===== config.mk =====
export PLATFORM = sky130hd
export DESIGN_NAME = sgxy_cell
export DESIGN_NICKNAME = d
export VERILOG_FILES = /design/src/hw/rtl/sgxy_pkg.sv /design/src/hw/rtl/sgxy_cell.sv
export SDC_FILE = /design/constraint.sdc
export NUM_CORES = 1
export LEC_CHECK = 0
export BUFFER_PORTS_ARGS = -buffer_cell sky130_fd_sc_hd__buf_2
export CORE_AREA = 2 2 125 158
export DETAILED_ROUTE_END_ITERATION = 6
export DIE_AREA = 0 0 127 160
export PLACE_DENSITY = 0.66
export SLEW_MARGIN = 20
export SYNTH_ARGS = -nofsm -noshare
export SYNTH_HDL_FRONTEND = slang
export SYNTH_SLANG_ARGS = --single-unit

===== constraint.sdc =====
create_clock -name i_clk -period 1.4 [get_ports i_clk]
set_input_delay 0 -clock i_clk [delete_from_list [all_inputs] [get_ports i_clk]]
set_output_delay 0 -clock i_clk [all_outputs]
set_load 0.03 [all_outputs]

===== src/hw/rtl/sgxy_pkg.sv =====
// sgxy_pkg: shared widths, payload types and register codes for the separable
// x/y convolution block. No dependencies; every other file imports it.
package sgxy_pkg;

    localparam int PIX_W  = 16;   // input pixel, signed
    localparam int OP_W   = 17;   // pixel pair sum, signed
    localparam int COEF_W = 16;   // coefficient, unsigned Q0.16
    localparam int PROD_W = 34;   // OP_W x (COEF_W+1) signed product
    localparam int SUM_W  = 36;   // result sum, signed Q.16
    localparam int NCOEF  = 5;    // coefficients for distances 0..4

    localparam int COLS_W = 11;
    localparam int ROWS_W = 16;
    localparam int KW_W   = 3;
    localparam int CFG_W  = 16;
    localparam int CCOL_W = 10;
    localparam int CROW_W = 16;

    // result tdata: x_sum, y_sum, center_col, center_row, zero pad to bytes
    localparam int RES_W  = 2 * SUM_W + CCOL_W + CROW_W;
    localparam int OUT_W  = ((RES_W + 7) / 8) * 8;
    localparam int PAD_W  = OUT_W - RES_W;

    localparam logic [COLS_W-1:0] COLS_RST = 11'd1024;
    localparam logic [ROWS_W-1:0] ROWS_RST = 16'd1024;
    localparam logic [KW_W-1:0]   KW_RST   = 3'd5;

    typedef logic signed [PIX_W-1:0]  t_pix;
    typedef logic signed [OP_W-1:0]   t_op;
    typedef logic        [COEF_W-1:0] t_coef;
    typedef logic signed [SUM_W-1:0]  t_sum;

    typedef enum logic [2:0] {
        CFG_IMAGE_COLS   = 3'd0,
        CFG_IMAGE_ROWS   = 3'd1,
        CFG_KERNEL_WIDTH = 3'd2,
        CFG_COEF_CENTER  = 3'd3,
        CFG_COEF_ONE     = 3'd4,
        CFG_COEF_TWO     = 3'd5,
        CFG_COEF_THREE   = 3'd6,
        CFG_COEF_FOUR    = 3'd7
    } t_cfg_idx;

endpackage


===== src/hw/rtl/sgxy_cell.sv =====
// sgxy_cell: one column of the window chain; holds every row slot of one image
// column and passes it on to the next cell. Depends on sgxy_pkg.
module sgxy_cell #(
    parameter int S  = 9,
    parameter int SW = (S > 1) ? $clog2(S) : 1
) (
    input  logic             i_clk,
    input  logic             i_shift,
    input  sgxy_pkg::t_pix   i_col [S],
    input  logic [SW-1:0]    i_xslot,
    output sgxy_pkg::t_pix   o_col [S],
    output sgxy_pkg::t_pix   o_xpix
);
    import sgxy_pkg::*;

    t_pix r_col [S];

    always_ff @(posedge i_clk) begin
        if (i_shift) begin
            r_col <= i_col;
        end
    end

    assign o_col  = r_col;
    // pixel of the horizontal-sum row in this column
    assign o_xpix = r_col[i_xslot];

endmodule


==> flow_metrics.tcl <==
set metrics [dict create \
    antenna_found_initial 1 \
    drv_slew 0 \
    fmax_mhz 587 \
    rows 57 \
    m1WireLength_um 7620 \
    final_util_pct 52.1 \
    tns_ps -2820 \
    power_leakage_nw 4.23 \
    internal_power_mw 8.97 \
    mostFrequentLayoutCells "292 x buf_2, 145 x dlygate4sd3_1, 144 x edfxtp_1, 49 x buf_4, 37 x mux2i_1" \
    crit_path_cell_trace "mux4_2, nor2_2, o31ai_2, buf_4" \
    clk_path_buf_depth 2 \
    post-place-ws_ps 8.65 \
    die_w_um 127 \
    tritoncts "yes" \
    grt_max_degree 38 \
    first_pass_iters 4 \
    core_um2 19000 \
    drc_errors 0 \
    powerDensity_nw_per_um2 1260 \
    finalWirelength_um 19900 \
    avgSynthCellArea_um2 18.8 \
    worstPathArrival_ps 1700 \
    clk_pin_slew_ps 60 \
    postSynthCellCount 297 \
    clock-sinks 144 \
    dr_wl_met2_um 10600 \
    post_drt_wl_per_cell_um 19.1 \
    initial_core_util_pct 29.4 \
    synth-simple-area-share_pct 3.21 \
    swShare_pct 27.9 \
    cts-root-buf "clkbuf_16" \
    synth-seq-cells 144 \
    drt_iter0_markers 249 \
    yosys-top-cells-area "edfxtp_1 78%, mux2i_1 7.2%, o22ai_1 2.9%" \
    rsz0062_at_grt "true" \
    maxCapViolations 0 \
    tightest_slew_ps 475 \
    synth_area_um2 5570 \
    via_per_inst 4.51 \
    violations "setup timing" \
    endpoint_kind "output port" \
    synth_compound_area_share_pct 4.63 \
    h-tree-depth 4 \
    synthMuxAreaShare_pct 12.1 \
    syn_nets 447 \
    post-route-period-util_pct 122 \
    synth_top_area_share_pct 77.6 \
    period_needed_ps 1700 \
    hpwl_um 13400 \
    setup_viol 16 \
    hold_class "in -> reg" \
    die_h_um 160 \
    worstSetupPathType "reg -> out" \
    grt_pass1_vias 5163 \
    drive_gt1_share_pct 52.2 \
    synth_top_family_by_area "multiplexers" \
    ios 310 \
    gr-usage-all-layers_pct 19.4 \
    switchingPower_mw 3.46 \
    slew_headroom_pct 68.3 \
    grt_pass1_wl_um 28900 \
    dr_wl_met3_um 1100 \
    gp_congestion 0.851 \
    highest_layer "met4" \
    antenna_cells 0 \
    yosysSeqAreaShare_pct 77.6 \
    worst_slack_ps -304 \
    port_buffers 309 \
    power_frac_clock_pct 37.2 \
    die_area_um2 20300 \
    synth_top_cell_by_area "edfxtp_1" \
    syn_to_final_growth_pct 77.2 \
    finalPower_mw 12.4 \
    final_nets 946 \
    cts_buffers 17 \
    critPathSlowestCell "mux4_2" \
    cp_max_fo 2 \
    pwr-share-seq_pct 42.8 \
    status "finished with violations" \
    synthDistinctLibCells 20 \
    power_frac_comb_pct 20.0 \
    hold_violations 0 \
    synth_warnings 0 \
    overflow 0 \
    ir_drop_v 0.000747 \
    synth_fa_ha_area_share_pct 0 \
    num_vias 4708 \
    yosys.area_share.xor_xnor_pct 0 \
    largest_reg_flops 144 \
    startpoint_type "flip-flop" \
    final_common_cell "buf_2" \
    ant_nets 0 \
    slowest_delay_ps 510 \
    cp_data_required_time_ps 1400 \
]
kinds of logic after synthesis:
logic type	after synthesis
AO/OA/AOI/OAI	42
buffers and inverters	14
multiplexers	58
AND/OR/NAND/NOR	39
flip-flops	144
per-stage QoR:
step / hold slack, ps / instances / area (µm²)
after detailed placement: 178 / 850 / 7570
after global placement: 177 / 850 / 7570
after CTS: 274 / 1033 / 9740
after global routing: 271 / 1045 / 9870
after floorplan: 98.9 / 297 / 5600
final: 292 / 1045 / 9870
cell usage after synthesis:
master and n:
nand2b_1 3, or2_1 1, nor4b_4 1, buf_4 2
buf_2 3, buf_8 3, nand2_2 1, mux2_2 12
mux2i_1 40, nor2_1 16, clkbuf_1 2, edfxtp_1 144
nand2_1 17, o31ai_1 6, mux4_2 5, o22ai_1 26
o21ai_1 10, buf_6 3, buf_12 1, mux4_1 1
per-layer routing:
| metal | up-vias | track usage (%) |
|---|---|---|
| met3 | 48 | 5.46 |
| met5 | - | 0 |
| met1 | 2261 | 21.6 |
| met2 | 215 | 34.5 |
| li1 | 2184 | - |
| met4 | 0 | 8.14 |
path summary, 6_finish.rpt:
check	start	endpoint	cells after the start
hold / removal	i_col[43]	o_col[43]	2
setup / recovery	o_col[132]	o_xpix[4]	4
area by class of cell:
type                            instances  area (µm²)
Clock inverter                         13         160
Fill cell                            1582        9100
Tap cell                              236         295
Timing Repair Buffer                  494        3430
Sequential cell                       144        4320
Clock buffer                           19         433
Multi-Input combinational cell        139        1230
worst max-delay path: cells and delay by family, from the launching register on:
| family | cells | cell delay, ps |
|---|---|---|
| multiplexers | 1 | 510 |
| AND/OR/NAND/NOR | 1 | 120 |
| AO/OA/AOI/OAI | 1 | 70 |
| buffers and inverters | 1 | 170 |
| flip-flops | 1 | 410 |
repair_timing:
item	in CTS	in global routing
setup endpoints to repair	16	16
resized for setup	26	13
setup buffers	10	12
pin swaps	15	11
hold endpoints to repair	165	0
hold buffers	145	0
cloned	0	0
power by group through the flow:
stage          Sequential [mW]  Clock [mW]  Combinational, mW
3_5_place_dp              5.40           0               2.01
6_report                  5.32        4.63               2.48
4_1_cts                   5.31        4.71               2.41
2_1_floorplan             6.06           0              0.474
3_3_place_gp              5.39           0               2.00
5_1_grt                   5.36        4.91               2.60
No activity file was read; power rests on OpenSTA's default activity.
